[src/sv/scc_pkg.sv]
// shared types and codes for the component search engine
`default_nettype none
package scc_pkg;
   typedef enum logic [1:0] {
      FUNC_ADD   = 2'd0,
      FUNC_RUN   = 2'd1,
      FUNC_CLEAR = 2'd2,
      FUNC_NONE  = 2'd3
   } func_type;

   typedef enum logic [3:0] {
      ST_IDLE,
      ST_INIT,
      ST_FRAME,
      ST_SCAN,
      ST_EDGE,
      ST_TGT,
      ST_FIN,
      ST_POP,
      ST_POPRD,
      ST_EMIT,
      ST_PARENT,
      ST_LAST
   } state_type;
endpackage
`default_nettype wire

[src/sv/scc_ram.sv]
// generic single-port-write ram with registered read
`default_nettype none
module scc_ram #(
   parameter int WIDTH = 4,
   parameter int DEPTH = 16
) (
   input  wire logic                     clock,
   input  wire logic                     wr_en,
   input  wire logic [$clog2(DEPTH)-1:0] wr_addr,
   input  wire logic [WIDTH-1:0]         wr_data,
   input  wire logic [$clog2(DEPTH)-1:0] rd_addr,
   output logic      [WIDTH-1:0]         rd_data
);
   logic [WIDTH-1:0] mem [DEPTH];

   // write port and registered read
   always_ff @(posedge clock) begin
      if (wr_en) begin
         mem[wr_addr] <= wr_data;
      end
      rd_data <= mem[rd_addr];
   end
endmodule
`default_nettype wire

[src/sv/strongly_connected_components_top.sv]
// top level of the tarjan component search engine
//
// req channel: one word per command (add edge, run search, clear graph),
// valid/stall handshake. rsp channel: one word per node popped into a
// component, with its root, a last flag on the final word of a run and the
// sticky edge overflow flag. csr channel: valid/ready write of the walk's
// first node, taken only while the engine is idle.
// An add or clear word is taken and the next word may follow
// at once. A run raises req_stall from the cycle after it is taken until the
// walk is done. The walk starts, then reads a frame for each newly reached
// node and each resume after a matching edge, scans edge entries (registered
// read, then compare), writes a child frame per newly reached node, and
// finishes nodes and emits results.
// The engine handles one word at a time. Results sit in one output register,
// so a stalled receiver holds the walk in its emit step until the word is
// taken. Synchronous reset empties the edge table, clears the overflow flag
// and sets the first node to 1; there is no clearing pass, per-node visit
// state is cleared by valid bits at run start.
`default_nettype none
module strongly_connected_components_top #(
   parameter int NODES = 16,
   parameter int EDGES = 64
) (
   input  wire logic       clock,
   input  wire logic       reset,
   input  wire logic       req_valid,
   output logic            req_stall,
   input  wire logic [1:0] req_func,
   input  wire logic [3:0] req_edge_source,
   input  wire logic [3:0] req_edge_target,
   output logic            rsp_valid,
   input  wire logic       rsp_stall,
   output logic [3:0]      rsp_member_node,
   output logic [3:0]      rsp_component_root,
   output logic            rsp_is_last,
   output logic            rsp_edges_dropped,
   input  wire logic       csr_valid,
   output logic            csr_ready,
   input  wire logic [3:0] csr_first_node
);
   localparam int NW = (NODES > 1) ? $clog2(NODES) : 1;
   localparam int EW = (EDGES > 1) ? $clog2(EDGES) : 1;
   localparam int CW = $clog2(EDGES + 1);
   localparam int DW = $clog2(NODES + 1);   // visit numbers, stack pointers

   scc_pkg::state_type state_ff, state_in;

   logic [CW-1:0] ecount_ff, ecount_in;
   logic          ovf_ff, ovf_in;
   logic [3:0]    start_ff;
   logic [DW-1:0] vcnt_ff, vcnt_in;
   logic [DW-1:0] sp_ff, sp_in;
   logic [DW-1:0] depth_ff, depth_in;
   logic [NW-1:0] n_ff, n_in;
   logic [CW-1:0] e_ff, e_in;
   logic [NW-1:0] x_ff, x_in;
   logic [NW-1:0] w_ff, w_in;
   logic          grow_ff, grow_in;

   // per-node visit state in flip-flops (few nodes, fixed read places)
   logic [DW-1:0] disc_ff [NODES];
   logic [DW-1:0] low_ff [NODES];
   logic [NODES-1:0] onst_ff;
   logic [NODES-1:0] vis_ff;

   logic          rv_ff;
   logic [3:0]    rm_ff, rr_ff;
   logic          rl_ff, rd_ff;

   // memory ports
   logic          ed_we;
   logic [EW-1:0] ed_wa, ed_ra;
   logic [2*NW-1:0] ed_wd, ed_rd;
   logic          st_we;
   logic [NW-1:0] st_wa, st_ra, st_rd, st_wd;
   logic          fr_we;
   logic [NW-1:0] fr_wa, fr_ra;
   logic [NW+CW-1:0] fr_wd, fr_rd;

   logic [NW-1:0] ed_src, ed_tgt;
   logic [NW-1:0] fr_rd_parent;

   logic req_acc, rsp_free;
   logic in_range;
   logic visit_now;      // discover node in visit_node
   logic [NW-1:0] visit_node;
   logic low_wr;
   logic [NW-1:0] low_idx;
   logic [DW-1:0] low_val;
   logic pop_clr;
   logic emit;
   logic emit_last;

   scc_ram #(.WIDTH(2*NW), .DEPTH(EDGES)) u_edges (
      .clock(clock), .wr_en(ed_we), .wr_addr(ed_wa), .wr_data(ed_wd),
      .rd_addr(ed_ra), .rd_data(ed_rd));
   scc_ram #(.WIDTH(NW), .DEPTH(NODES)) u_stack (
      .clock(clock), .wr_en(st_we), .wr_addr(st_wa), .wr_data(st_wd),
      .rd_addr(st_ra), .rd_data(st_rd));
   scc_ram #(.WIDTH(NW + CW), .DEPTH(NODES)) u_frames (
      .clock(clock), .wr_en(fr_we), .wr_addr(fr_wa), .wr_data(fr_wd),
      .rd_addr(fr_ra), .rd_data(fr_rd));

   assign req_stall = (state_ff != scc_pkg::ST_IDLE);
   assign req_acc   = req_valid && !req_stall;
   assign csr_ready = (state_ff == scc_pkg::ST_IDLE);
   assign rsp_free  = !rv_ff || !rsp_stall;
   assign in_range  = (32'(req_edge_source) < NODES) && (32'(req_edge_target) < NODES);
   assign ed_src    = ed_rd[2*NW-1:NW];
   assign ed_tgt    = ed_rd[NW-1:0];
   assign st_wd     = visit_node;
   // parent frame sits at depth-1 once the child frame is popped
   assign fr_rd_parent = fr_rd[NW+CW-1:CW];

   // next state and datapath control
   always_comb begin
      state_in = state_ff;
      ecount_in = ecount_ff;
      ovf_in = ovf_ff;
      vcnt_in = vcnt_ff;
      sp_in = sp_ff;
      depth_in = depth_ff;
      n_in = n_ff;
      e_in = e_ff;
      x_in = x_ff;
      w_in = w_ff;
      grow_in = grow_ff;
      ed_we = 1'b0;
      ed_wa = ecount_ff[EW-1:0];
      ed_wd = {NW'(req_edge_source), NW'(req_edge_target)};
      ed_ra = e_ff[EW-1:0];
      st_we = 1'b0;
      st_wa = sp_ff[NW-1:0];
      st_ra = NW'(sp_ff - DW'(1));
      fr_we = 1'b0;
      fr_wa = NW'(depth_ff - DW'(1));
      fr_wd = {n_ff, e_ff};
      fr_ra = NW'(depth_ff - DW'(1));
      visit_now = 1'b0;
      visit_node = x_ff;
      low_wr = 1'b0;
      low_idx = n_ff;
      low_val = '0;
      pop_clr = 1'b0;
      emit = 1'b0;
      emit_last = 1'b0;
      case (state_ff)
         scc_pkg::ST_IDLE: begin
            if (req_acc) begin
               case (scc_pkg::func_type'(req_func))
                  scc_pkg::FUNC_ADD: begin
                     if (in_range) begin
                        if (32'(ecount_ff) >= EDGES) begin
                           ovf_in = 1'b1;
                        end else begin
                           ed_we = 1'b1;
                           ecount_in = ecount_ff + CW'(1);
                        end
                     end
                  end
                  scc_pkg::FUNC_RUN: begin
                     vcnt_in = '0;
                     sp_in = '0;
                     depth_in = '0;
                     state_in = scc_pkg::ST_INIT;
                  end
                  scc_pkg::FUNC_CLEAR: begin
                     ecount_in = '0;
                     ovf_in = 1'b0;
                  end
                  default: begin
                  end
               endcase
            end
         end
         // visit the first node and push its frame; no walk when out of range
         scc_pkg::ST_INIT: begin
            if (32'(start_ff) < NODES) begin
               visit_node = NW'(start_ff);
               visit_now = 1'b1;
               st_we = 1'b1;
               sp_in = sp_ff + DW'(1);
               vcnt_in = vcnt_ff + DW'(1);
               fr_we = 1'b1;
               fr_wa = '0;
               fr_wd = {NW'(start_ff), CW'(0)};
               depth_in = DW'(1);
               state_in = scc_pkg::ST_FRAME;
            end else begin
               state_in = scc_pkg::ST_IDLE;
            end
         end
         // top frame read issued; capture it next
         scc_pkg::ST_FRAME: begin
            state_in = scc_pkg::ST_SCAN;
         end
         scc_pkg::ST_SCAN: begin
            n_in = fr_rd[NW+CW-1:CW];
            e_in = fr_rd[CW-1:0];
            state_in = scc_pkg::ST_EDGE;
         end
         // issue read of edge e, check it next cycle; past the last edge, finish the frame
         scc_pkg::ST_EDGE: begin
            if (e_ff < ecount_ff) begin
               state_in = scc_pkg::ST_TGT;
            end else begin
               depth_in = depth_ff - DW'(1);
               state_in = scc_pkg::ST_FIN;
            end
         end
         scc_pkg::ST_TGT: begin
            if (ed_src != n_ff) begin
               e_in = e_ff + CW'(1);
               state_in = scc_pkg::ST_EDGE;
            end else begin
               x_in = ed_tgt;
               visit_node = ed_tgt;
               fr_we = 1'b1;
               fr_wd = {n_ff, e_ff + CW'(1)};
               if (!vis_ff[ed_tgt]) begin
                  visit_now = 1'b1;
                  vcnt_in = vcnt_ff + DW'(1);
                  if (32'(sp_ff) < NODES) begin
                     st_we = 1'b1;
                     sp_in = sp_ff + DW'(1);
                  end
                  grow_in = (32'(depth_ff) < NODES);
                  if (32'(depth_ff) < NODES) begin
                     depth_in = depth_ff + DW'(1);
                  end
                  state_in = scc_pkg::ST_PARENT;
               end else begin
                  if (onst_ff[ed_tgt] && disc_ff[ed_tgt] < low_ff[n_ff]) begin
                     low_wr = 1'b1;
                     low_val = disc_ff[ed_tgt];
                  end
                  state_in = scc_pkg::ST_FRAME;
               end
            end
         end
         // second write: child frame when the call stack grew
         scc_pkg::ST_PARENT: begin
            if (grow_ff) begin
               fr_we = 1'b1;
               fr_wd = {x_ff, CW'(0)};
            end
            state_in = scc_pkg::ST_FRAME;
         end
         // frame done; pop component if it is a root
         scc_pkg::ST_FIN: begin
            if (low_ff[n_ff] == disc_ff[n_ff] && sp_ff != '0) begin
               state_in = scc_pkg::ST_POP;
            end else begin
               state_in = scc_pkg::ST_LAST;
            end
         end
         scc_pkg::ST_POP: begin
            sp_in = sp_ff - DW'(1);
            state_in = scc_pkg::ST_POPRD;
         end
         scc_pkg::ST_POPRD: begin
            w_in = st_rd;
            pop_clr = 1'b1;
            state_in = scc_pkg::ST_EMIT;
         end
         scc_pkg::ST_EMIT: begin
            if (rsp_free) begin
               emit = 1'b1;
               emit_last = (w_ff == n_ff || sp_ff == '0) && depth_ff == '0;
               if (w_ff == n_ff || sp_ff == '0) begin
                  state_in = scc_pkg::ST_LAST;
               end else begin
                  state_in = scc_pkg::ST_POP;
               end
            end
         end
         // propagate low to parent, resume parent or finish
         scc_pkg::ST_LAST: begin
            if (depth_ff == '0) begin
               state_in = scc_pkg::ST_IDLE;
            end else begin
               low_wr = 1'b1;
               low_idx = fr_rd_parent;
               low_val = (low_ff[n_ff] < low_ff[fr_rd_parent]) ? low_ff[n_ff]
                                                              : low_ff[fr_rd_parent];
               state_in = scc_pkg::ST_FRAME;
            end
         end
         default: begin
            state_in = scc_pkg::ST_IDLE;
         end
      endcase
   end

   // control registers
   always_ff @(posedge clock) begin
      if (reset) begin
         state_ff <= scc_pkg::ST_IDLE;
         ecount_ff <= '0;
         ovf_ff <= 1'b0;
         start_ff <= 4'd1;
         vcnt_ff <= '0;
         sp_ff <= '0;
         depth_ff <= '0;
         rv_ff <= 1'b0;
         vis_ff <= '0;
         onst_ff <= '0;
      end else begin
         state_ff <= state_in;
         ecount_ff <= ecount_in;
         ovf_ff <= ovf_in;
         vcnt_ff <= vcnt_in;
         sp_ff <= sp_in;
         depth_ff <= depth_in;
         if (csr_valid && csr_ready) begin
            start_ff <= csr_first_node;
         end
         if (state_ff == scc_pkg::ST_IDLE && req_acc
             && scc_pkg::func_type'(req_func) == scc_pkg::FUNC_RUN) begin
            vis_ff <= '0;
            onst_ff <= '0;
         end else begin
            if (visit_now) begin
               vis_ff[visit_node] <= 1'b1;
               onst_ff[visit_node] <= 1'b1;
            end
            if (pop_clr) begin
               onst_ff[st_rd] <= 1'b0;
            end
         end
         if (emit) begin
            rv_ff <= 1'b1;
         end else if (!rsp_stall) begin
            rv_ff <= 1'b0;
         end
      end
   end

   // payload registers
   always_ff @(posedge clock) begin
      n_ff <= n_in;
      e_ff <= e_in;
      x_ff <= x_in;
      w_ff <= w_in;
      grow_ff <= grow_in;
      if (visit_now) begin
         disc_ff[visit_node] <= vcnt_ff + DW'(1);
         low_ff[visit_node] <= vcnt_ff + DW'(1);
      end
      if (low_wr) begin
         low_ff[low_idx] <= low_val;
      end
      if (emit) begin
         rm_ff <= 4'(w_ff);
         rr_ff <= 4'(n_ff);
         rl_ff <= emit_last;
         rd_ff <= ovf_ff;
      end
   end

   assign rsp_valid = rv_ff;
   assign rsp_member_node = rm_ff;
   assign rsp_component_root = rr_ff;
   assign rsp_is_last = rl_ff;
   assign rsp_edges_dropped = rd_ff;

   // checks
   a_no_emit_idle: assert property (@(posedge clock) disable iff (reset)
      state_ff == scc_pkg::ST_IDLE |-> !emit) else $error("emit while idle");
   a_hold: assert property (@(posedge clock) disable iff (reset)
      rv_ff && rsp_stall |=> rv_ff) else $error("result lost under stall");
   a_sp: assert property (@(posedge clock) disable iff (reset)
      32'(sp_ff) <= NODES) else $error("stack pointer overrun");
   a_csr_idle: assert property (@(posedge clock) disable iff (reset)
      csr_ready |-> !req_stall) else $error("csr write while busy");
endmodule
`default_nettype wire
[config.mk]
export PLATFORM = sky130hd
export DESIGN_NAME = strongly_connected_components_top
export DESIGN_NICKNAME = d
export VERILOG_FILES = /design/src/sv/scc_pkg.sv /design/src/sv/scc_ram.sv /design/src/sv/strongly_connected_components_top.sv
export SDC_FILE = /design/constraint.sdc
export NUM_CORES = 1
export LEC_CHECK = 0
export ABC_AREA = 1
export BUFFER_PORTS_ARGS = -buffer_cell sky130_fd_sc_hd__buf_2
export CORE_MARGIN = 2
export CORE_UTILIZATION = 65
export CTS_BUF_LIST = sky130_fd_sc_hd__clkbuf_8
export DETAILED_ROUTE_END_ITERATION = 10
export HOLD_SLACK_MARGIN = 0.02
export PLACE_DENSITY_LB_ADDON = 0.3
export SLEW_MARGIN = 10
export SYNTH_ARGS = -nofsm -noshare
export SYNTH_HDL_FRONTEND = slang
export SYNTH_SLANG_ARGS = --single-unit
[constraint.sdc]
create_clock -name clock -period 4.9 [get_ports clock]
set_clock_uncertainty 0.2 [all_clocks]
set_input_delay 0 -clock clock [delete_from_list [all_inputs] [get_ports clock]]
set_output_delay 0 -clock clock [all_outputs]
set_load 0.02 [all_outputs]
Word level (Yosys, flattened, before mapping)

Memory sizes are Yosys's and may differ from the RTL's. A register that Yosys moved wholly into a read port is not among the register bits.
Index checks and enable logic that the tools add are counted.
Widths: inputs -> output; s select.

Register bits after elaboration: 94
Latch bits: 0
RAM bits: 912
Memory bits (read-only): 0
Input port bits: 19
Output and inout port bits: 13
Logic and storage cells: 208
Memories: 5

Memory list:

| memory       | words | width | read ports | clocked after memory_dff | wr ports | line                                    | text |
|---|---|---|---|---|---|---|---|
| u_edges.mem  | 64    | 8     | 1          | 1                        | 1        | scc_ram.sv:14                           | `logic [WIDTH-1:0] mem [DEPTH];` |
| u_frames.mem | 16    | 11    | 1          | 1                        | 1        | scc_ram.sv:14                           |  |
| disc_ff      | 16    | 5     | 2          | 1                        | 1        | strongly_connected_components_top.sv:61 | `logic [DW-1:0] disc_ff [NODES];` |
| low_ff       | 16    | 5     | 2          | 1                        | 1        | strongly_connected_components_top.sv:62 | `logic [DW-1:0] low_ff [NODES];` |
| u_stack.mem  | 16    | 4     | 1          | 1                        | 1        | scc_ram.sv:14                           |  |

Add/subtract/negate cells: 7
Multipliers: 0
Divide/modulo/power cells: 0
$lt $le $gt $ge: 11
Eq/ne operators: 28
Shift operators: 0
Multiplexer cells: 95
Bitwise logic cells: 6
Reductions and logical operators: 37

Operators with widths:

| cell                | number |
|---|---|
| $mux 5              | 17 |
| $mux 16             | 4 |
| $mux 4              | 14 |
| $pmux 4 s11         | 1 |
| $pmux 5 s4          | 2 |
| $mux 1              | 36 |
| $pmux 11 s3         | 1 |
| $or 16x16->16       | 2 |
| $pmux 7 s2          | 2 |
| $mux 7              | 3 |
| $ne 2x2->1 const B  | 9 |
| $and 16x16->16      | 1 |
| $eq 4x3->1 const B  | 4 |
| $eq 4x4->1 const B  | 4 |
| $not 16->16         | 1 |
| $add 5x1->5 const B | 3 |
| $lt 4x5->1 const B  | 3 |
| $pmux 5 s3          | 1 |
| $add 7x1->7 const B | 2 |
| $reduce_bool 4->1   | 3 |
| $mux 11             | 1 |
| $logic_not 5->1     | 2 |
| $lt 5x5->1          | 2 |
| $lt 5x5->1 const B  | 2 |
| other kinds (36)    | 64 |

Longest topological paths before layout

Gate-level depths: netlist of run 1.

Word-level depth: 13
Mapped depth: 21
Mapped depth without buffers: 19

Hierarchy

Synthesis of run 1 repeated with hierarchy kept, for this count alone.

Cells, all modules: 4597
Area, all modules: 46275.6 µm²

Modules (own cells, without submodules):

| module                            | times used | cells each | area an instance (µm²) | sequential area each (µm²) |
|---|---|---|---|---|
| scc_ram at u_edges                | 1          | 1822       | 21291.7                | 15534.9 |
| strongly_connected_components_top | 1          | 1736       | 14167.3                | 7066.8 |
| scc_ram at u_frames               | 1          | 749        | 7850.0                 | 5505.3 |
| scc_ram at u_stack                | 1          | 290        | 2966.6                 | 2001.9 |

Least setup slack after synthesis of run 1

No wires, ideal clock.

Path kind: reg2reg
Start point: reg u_edges.rd_data[0] (read register of u_edges.mem)
End point: mem low_ff[12][0] (netlist bit) (enable)
Data arrival time: 2.923 ns
Setup slack: 1.438 ns
Cell stages (with the launch flop): 20
Buffers on the path: 3
Cell sequence: dfxtp_1 -> inv_1 -> clkbuf_1 -> buf_2 -> buf_2 -> a21oi_1 -> o21ai_0 -> nand3_1 -> nand3_1 -> nand2_1 -> ha_1 -> a21oi_1 -> nor2_1 -> a211oi_1 -> nand4_1 -> nand2_2 -> inv_2 -> nand2_2 -> nand3_1 -> nor2_1

Cells in the longest elaborated chain, start to end: 11
Elaborated cells on any way between the ends: 23
Classes of those cells: order compare (1); mux (19); reduce/logical (2); memory (1)

Ends and longest elaborated chain:

| item                                              | line                                     | text |
|---|---|---|
| start, declared                                   | scc_ram.sv:12                            | `output logic [WIDTH-1:0] rd_data` |
| $mem_v2 16x5 or $bmux 1 s4 (tied branches)        | n/a                                      |  |
| $lt 5x5->1 or $mux 1 (tied branches)              | strongly_connected_components_top.sv:233 | `if (onst_ff[ed_tgt] && disc_ff[ed_tgt] < low_ff[n_ff]) begin` |
| $logic_and 1x1->1                                 | strongly_connected_components_top.sv:233 |  |
| $mux 1                                            | strongly_connected_components_top.sv:233 |  |
| $mux 1                                            | strongly_connected_components_top.sv:220 | `if (!vis_ff[ed_tgt]) begin` |
| $mux 1                                            | strongly_connected_components_top.sv:212 | `if (ed_src != n_ff) begin` |
| $pmux 1 s2                                        | strongly_connected_components_top.sv:147 | `case (state_ff)` |
| $mux 1                                            | strongly_connected_components_top.sv:350 | `if (low_wr) begin` |
| $mux 1 (not written as such)                      | strongly_connected_components_top.sv:351 | `low_ff[low_idx] <= low_val;` |
| $reduce_or 5->1 (no source line)                  | n/a                                      |  |
| $mux 4 (no source line) or $mux 1 (tied branches) | n/a                                      |  |
| end, declared                                     | strongly_connected_components_top.sv:62  |  |

Parallel ways exist; a longest one is shown, timed or not. The select of a mux whose other input is x is not followed.

==> summary.log, run 1 <==
INFO  synth          synth_top_cells_by_area=edfxtp_1, o21ai_0, nor2_1
INFO  timing         final_min_period_over_clock_period=0.879
INFO  synth          synth.ff_latch_count=1033
INFO  drt            postRouteWirelength=112mm
INFO  timing         relSlewSlack=0.141
INFO  placement      place.detailed.hpwl=68.9mm
INFO  floorplan      number_of_ports_placed_on_the_die_boundary=32
INFO  critical_path  timing.critical_path.fanout_max=46
INFO  drt            detail_route.drc_violations=0
INFO  power_and_ir_drop p_leak=17.1nW
INFO  timing         final.setup.tns=0ps
INFO  floorplan      core=67300um2
INFO  synth          proportion_of_synthesized_flip_flops_having_asynchronous_set_or_reset=0
INFO  global_routing grt_usage=0.321
INFO  global_routing grt_max_degree=172
INFO  final_layout   area_delta_synth_final=10.0%
INFO  drt            drtAntennaViolNets=0
INFO  synth          count_of_flip_flops_with_a_built_in_enable_after_synthesis=942
INFO  synth          yosys_warnings=0
INFO  critical_path  timing.critical_path.required=5140ps
INFO  critical_path  critical_path_arrival=4550ps
INFO  power_and_ir_drop power_per_cell_area=377nW/um2
INFO  final_layout   drive_gt1_frac=0.0973
INFO  synth          ys_types=45
INFO  drt            dr.first_iter.drc_count=4956
INFO  power_and_ir_drop vdd.ir_drop.worst=0.354mV
INFO  global_routing number_of_global_route_vias_before_repair=30100
INFO  floorplan      die_width=265um
INFO  run_status     outcome=completed
INFO  timing         fin_worst_hold_slack=124ps
INFO  final_layout   final_util=0.723
INFO  cts            clk-insertion-delay-late=840ps
INFO  timing         max_clock_freq=232MHz
INFO  synth          synthesis.instances=4001
INFO  floorplan      initial_utilization=0.657
INFO  cts            ctsLongestPathBuffers=3
INFO  placement      gp_routability_congestion=0.957
INFO  synth          synth_flop_cell=edfxtp_1
INFO  synth          synth.most_common_cell=edfxtp_1
INFO  min_path       worstHoldPathType=in -> reg
INFO  timing         hold_violation_total_from_the_final_report=0
INFO  timing         grt_setup_unrepaired=no
INFO  floorplan      fp.dieH=265um
INFO  drt            firstDrtPassIters=6
INFO  timing         max_slew.worst_pin.slew=1290ps
INFO  timing         final-setup-viol-count=0
INFO  global_routing grt_antenna_before_repair=2
INFO  synth          synth.top_cell.area_share=0.640
INFO  drt            route.detailed.wl_per_inst=22.1um
INFO  synth          syn-num-nets=4044
INFO  cts            clk_pin_slew_worst_paths=60ps
INFO  drt            dr_total_vias=32000
INFO  cts            cts.sink_count=1033
INFO  global_routing grt.overflow.total=0
INFO  drt            post_drt_via_cell_ratio=6.29
INFO  placement      numPlacedInstances=4751
INFO  global_routing grt_pass1_wl=172mm
INFO  synth          post_synth_design_cell_area=44200um2
INFO  job            max_capacitance_violation_count=0
INFO  floorplan      design.die.area=70100um2
INFO  final_layout   final-instance-count-excl-fill=5088
INFO  synth          synth_top_cells_by_count=edfxtp_1, nor2_1, o21ai_0, nand2_1, inv_1
INFO  placement      io_buffers=31
INFO  cts            cts_inserted_buffers=160
INFO  cts            htree_num_levels=4
INFO  synth          synth.largest_area_cell=edfxtp_1
INFO  critical_path  type_of_origin_of_the_critical_path=flop
INFO  synth          synth.avg_cell_area=11.0um2
INFO  cts            tritoncts=done
INFO  critical_path  type_of_the_setup_path_with_the_least_slack=reg -> reg
INFO  final_layout   design.final.nets=4122
INFO  timing         final-max-slew-violation-count=0
INFO  critical_path  worst_setup_path_end_kind=flop
INFO  floorplan      rows=95
INFO  power_and_ir_drop totalPowerFinal=18.3mW
INFO  cts            clockRootBuffer=clkbuf_8
INFO  timing         min_period=4300ps
INFO  synth          seq_area_frac_synth=0.681
## through the flow
step / area [um2] / worst slack (ps)
3_3_place_gp: 45100 / 788
5_1_grt: 48600 / 249
3_5_place_dp: 45100 / 736
4_1_cts: 48600 / 729
6_report: 48600 / 595
2_1_floorplan: 44200 / 1440
## registers in the layout, summed over array words and instances (netlist names), 5 cells and up, named ones only
| signal | cells |
|---|---|
| u_frames.rd_data | 11 |
| vis_ff | 16 |
| u_stack.mem | 64 |
| e_ff | 7 |
| sp_ff | 5 |
| vcnt_ff | 5 |
| u_edges.rd_data | 8 |
| u_edges.mem | 512 |
| ecount_ff | 7 |
| low_ff | 80 |
| onst_ff | 16 |
| u_frames.mem | 176 |
| depth_ff | 5 |
| disc_ff | 80 |
## where the power goes
| group | switching (mW) | internal, mW | total, mW | leakage, nW |
|---|---|---|---|---|
| Clock | 3.38 | 3.51 | 6.90 | 1.82 |
| Sequential | 0.0788 | 9.73 | 9.81 | 9.25 |
| Combinational | 1.16 | 0.453 | 1.62 | 6.07 |
## timing repair
item                      4_1_cts  5_1_grt
hold buffers                   39        0
hold endpoints to repair      593        0
gates resized for setup         0        0
setup buffers                   0        0
## final timing paths
| path | from | endpoint | slack, ps | cells past startpoint |
|---|---|---|---|---|
| worst max-delay path | flop | low_ff[4][3] | 600 | 17 |
| worst min register to register | onst_ff[15] | onst_ff[15] | 270 | 1 |
| worst max register to register | flop | low_ff[4][3] | 600 | 17 |
| worst min-delay path | rsp_stall | rsp_valid | 120 | 4 |
## area by class of cell
type                       instances  area [um2]
antenna                            1        2.50
clock buffer                     173        2380
clock inverter                   124         697
fill                            4564       18700
inverter                         258         975
multi-input combinational       2471       12100
sequential                      1033       30100
tap                              873        1090
timing repair buffer             155        1230
## per-layer routing
layer | up-vias | wire length (um) | track usage | part of all wire
li1 | 14500 | - | - | -
met1 | 15200 | 44100 | 0.449 | 0.39
met2 | 2016 | 52400 | 0.496 | 0.47
met3 | 260 | 12400 | 0.0729 | 0.11
met4 | 0 | 3480 | 0.127 | 0.031
met5 | - | 0 | 0 | 0
## logic make-up (layout without fill, tap and decap cells)
logic type / after synthesis / count (layout) / synth area share
xor+xnor: 18 / 18 / 0.00357
fa+ha+maj: 24 / 24 / 0.00680
flops: 1033 / 1033 / 0.681
compound gates: 1023 / 1023 / 0.131
buf+inv: 497 / 710 / 0.0443
other cells: 0 / 1 / 0
mux: 11 / 11 / 0.00249
simple gates: 1395 / 1395 / 0.131
## cell usage in the layout (no fill, tap or decap), drive strengths merged, types with 29 or more instances in the layout
cell type | netlist | routed
edfxtp | 942 | 942
nor2 | 706 | 706
o21ai | 595 | 595
nand2 | 396 | 396
inv | 255 | 330
nand3 | 238 | 238
o22ai | 197 | 197
clkbuf | 168 | 173
buf | 71 | 116
a21oi | 109 | 109
dfxtp | 91 | 91
o211ai | 53 | 53
clkinv | 3 | 44
dlygate4sd3 | 0 | 39
o221ai | 29 | 29
## critical path, cell delays in order, from the launching register on
cell      delay [ps]
dfxtp_4          620
inv_2            280
nand2_1          140
nand3_1           90
nand3_1          100
nand3_1          100
nand2_1          180
inv_1             80
ha_1             290
a21oi_1          170
nor2_1            50
a211oi_1         220
nand4_1          330
nand2_2          270
inv_2            110
nand2_2          120
nand3_1          170
nor2_1           410
Note: power is estimated with default switching activity, not from simulation.
==> run 2: changes to the inputs <==
Settings changed: CORE_ASPECT_RATIO set to 0.8.
==> run 2 against run 1 <==
Effect of this change: core utilization down 0.38 points; critical path type unchanged; setup slack worse by 170 ps; non-clock buffer count down 9; critical path depth down 1; clock power down 5.2%; worst hold slack better by 89 ps; largest power group unchanged; via count up 0.36%; first-iteration DRC count up 9.1%.
==> summary.log, run 2 (synthesis gave the netlist of run 1 again) <==
INFO  cts            cts_inserted_buffers=149
INFO  placement      dp_worst_setup_slack=618ps
INFO  timing         final-setup-viol-count=0
INFO  drt            dr_wl_met3=17.4mm
INFO  critical_path  worst_setup_path_end_kind=flop
INFO  timing         fin_worst_hold_slack=213ps
INFO  global_routing grt_antenna_before_repair=0
INFO  drt            dr_total_vias=32100
INFO  power_and_ir_drop p_sw_frac=0.254
INFO  global_routing grt_usage=0.328
INFO  final_layout   most_common_cell_after_layout_fill_and_taps_aside=edfxtp_1
INFO  critical_path  critical_path.reg2reg.startpoint=u_edges.rd_data[0]
INFO  timing         final.setup.tns=0ps
INFO  timing         final_min_period_over_clock_period=0.913
INFO  floorplan      core=67300um2
INFO  critical_path  type_of_the_setup_path_with_the_least_slack=reg -> reg
INFO  power_and_ir_drop p_leak=16.9nW
INFO  drt            drtAntennaViolNets=0
INFO  drt            wl_met2=48.4mm
INFO  job            max_capacitance_violation_count=0
INFO  critical_path  cp-startpoint=u_edges.rd_data[0]
INFO  floorplan      number_of_ports_placed_on_the_die_boundary=32
INFO  floorplan      rows=85
INFO  drt            m1WireLength=46.1mm
INFO  power_and_ir_drop clock_power_share=0.363
INFO  timing         max_slew.worst_pin.slew=1290ps
INFO  placement      place.detailed.hpwl=70.4mm
INFO  placement      gp_routability_congestion=0.968
INFO  power_and_ir_drop totalPowerFinal=18.0mW
INFO  critical_path  timing.critical_path.fanout_max=32
INFO  timing         hold_violation_total_from_the_final_report=0
INFO  drt            dr.max_layer_used=met4
INFO  power_and_ir_drop share_comb_of_total_power=0.092
INFO  final_layout   reg.largest.list=u_edges.mem x512, u_frames.mem x176
INFO  floorplan      design.die.area=70100um2
INFO  drt            dr.first_iter.drc_count=5408
INFO  floorplan      fp.dieH=237um
INFO  placement      io_buffers=31
INFO  final_layout   area_delta_synth_final=9.53%
INFO  drt            route.detailed.wl_per_inst=22.5um
INFO  run_status     outcome=completed
INFO  final_layout   largest_register_ffs=512
INFO  timing         final.setup.worst_slack=426ps
INFO  drt            detail_route.drc_violations=0
INFO  critical_path  critical_path_arrival=4710ps
INFO  timing         relSlewSlack=0.139
INFO  timing         grt_setup_unrepaired=no
INFO  drt            postRouteWirelength=115mm
INFO  power_and_ir_drop power_report.internal_total=13.4mW
INFO  final_layout   top_register=u_edges.mem
INFO  critical_path  r2r_slack=430ps
INFO  global_routing grt.overflow.total=0
INFO  floorplan      die_width=296um
INFO  power_and_ir_drop power_frac_seq=0.545
INFO  power_and_ir_drop power_per_cell_area=372nW/um2
INFO  final_layout   design.final.nets=4102
INFO  cts            cts_setup_buffers=0
INFO  cts            ctsLongestPathBuffers=3
INFO  min_path       worst_hold_start=req_edge_target[1]
INFO  timing         max_clock_freq=224MHz
INFO  floorplan      initial_utilization=0.656
INFO  final_layout   mostFrequentLayoutCells=edfxtp_1, nor2_1, o21ai_0
INFO  global_routing number_of_global_route_vias_before_repair=29500
INFO  cts            tritoncts=done
INFO  critical_path  timing.critical_path.required=5130ps
INFO  cts            clk-insertion-delay-late=820ps
INFO  timing         min_period=4470ps
INFO  min_path       worstHoldPathType=in -> reg
INFO  cts            cts.sink_count=1033
INFO  drt            firstDrtPassIters=6
INFO  power_and_ir_drop vdd.ir_drop.worst=0.329mV
INFO  final_layout   drive_gt1_frac=0.0903
INFO  global_routing grt_pass1_wl=173mm
INFO  cts            htree_num_levels=4
INFO  critical_path  type_of_origin_of_the_critical_path=flop
INFO  cts            clockRootBuffer=clkbuf_8
INFO  global_routing grt_max_degree=153
INFO  power_and_ir_drop total_net_switching_power=4.57mW
INFO  drt            post_drt_via_cell_ratio=6.31
INFO  cts            clk_pin_slew_worst_paths=60ps
INFO  timing         final-max-slew-violation-count=0
[run 2: path summary, 6_finish.rpt]
path                             end  cells after the start
setup / recovery        low_ff[0][0]                     16
hold / removal    u_edges.mem[40][1]                      3
setup reg to reg        low_ff[0][0]                     16
hold reg to reg          onst_ff[15]                      1
[run 2: power by group through the flow]
stage	combinational, mW	clock [mW]	sequential, mW
after floorplan	1.05	0	9.95
after global placement	1.52	0	10.0
after detailed placement	1.56	0	10.0
after CTS	1.60	6.57	9.82
after global routing	1.80	6.95	9.82
final	1.65	6.54	9.82
[run 2: metal layers]
layer,global-route usage,vias up
li1,-,14400
met1,0.497,15200
met5,0,-
met2,0.451,2271
met3,0.110,241
met4,0.102,0
[run 2: layout make-up]
cell class,count,area (um2)
Sequential cell,1033,30100
Fill cell,4490,18900
Multi-Input combinational cell,2471,12100
Clock buffer,161,2220
Timing Repair Buffer,146,1200
Tap cell,913,1140
Inverter,258,975
Clock inverter,107,604
Antenna cell,1,2.50
[run 2: worst max-delay path, stage by stage, from the launching register on]
cell      delay [ps]
dfxtp_2          310
inv_1            650
a21oi_1          120
o21ai_0          130
nand3_1          100
nand3_1          100
nand2_1          100
ha_1             330
a21oi_1          150
nor2_1            50
a211oi_1         260
nand4_1          400
nand2_2          300
inv_2            120
nand2_2          120
nand3_1          140
nor2_1           470
[run 2: what timing repair did]
item	in CTS	in global routing
setup endpoints to repair	0	0
hold endpoints to repair	590	0
gates resized for setup	0	0
hold buffers	39	0
[run 2: metrics by stage]
stage          area (um2)  cells   util
2_1_floorplan       44200   4001      -
3_3_place_gp        45200   4781  0.671
3_5_place_dp        45200   4781  0.671
4_1_cts             48400   5088  0.719
5_1_grt             48400   5089  0.719
6_report            48400   5090  0.719
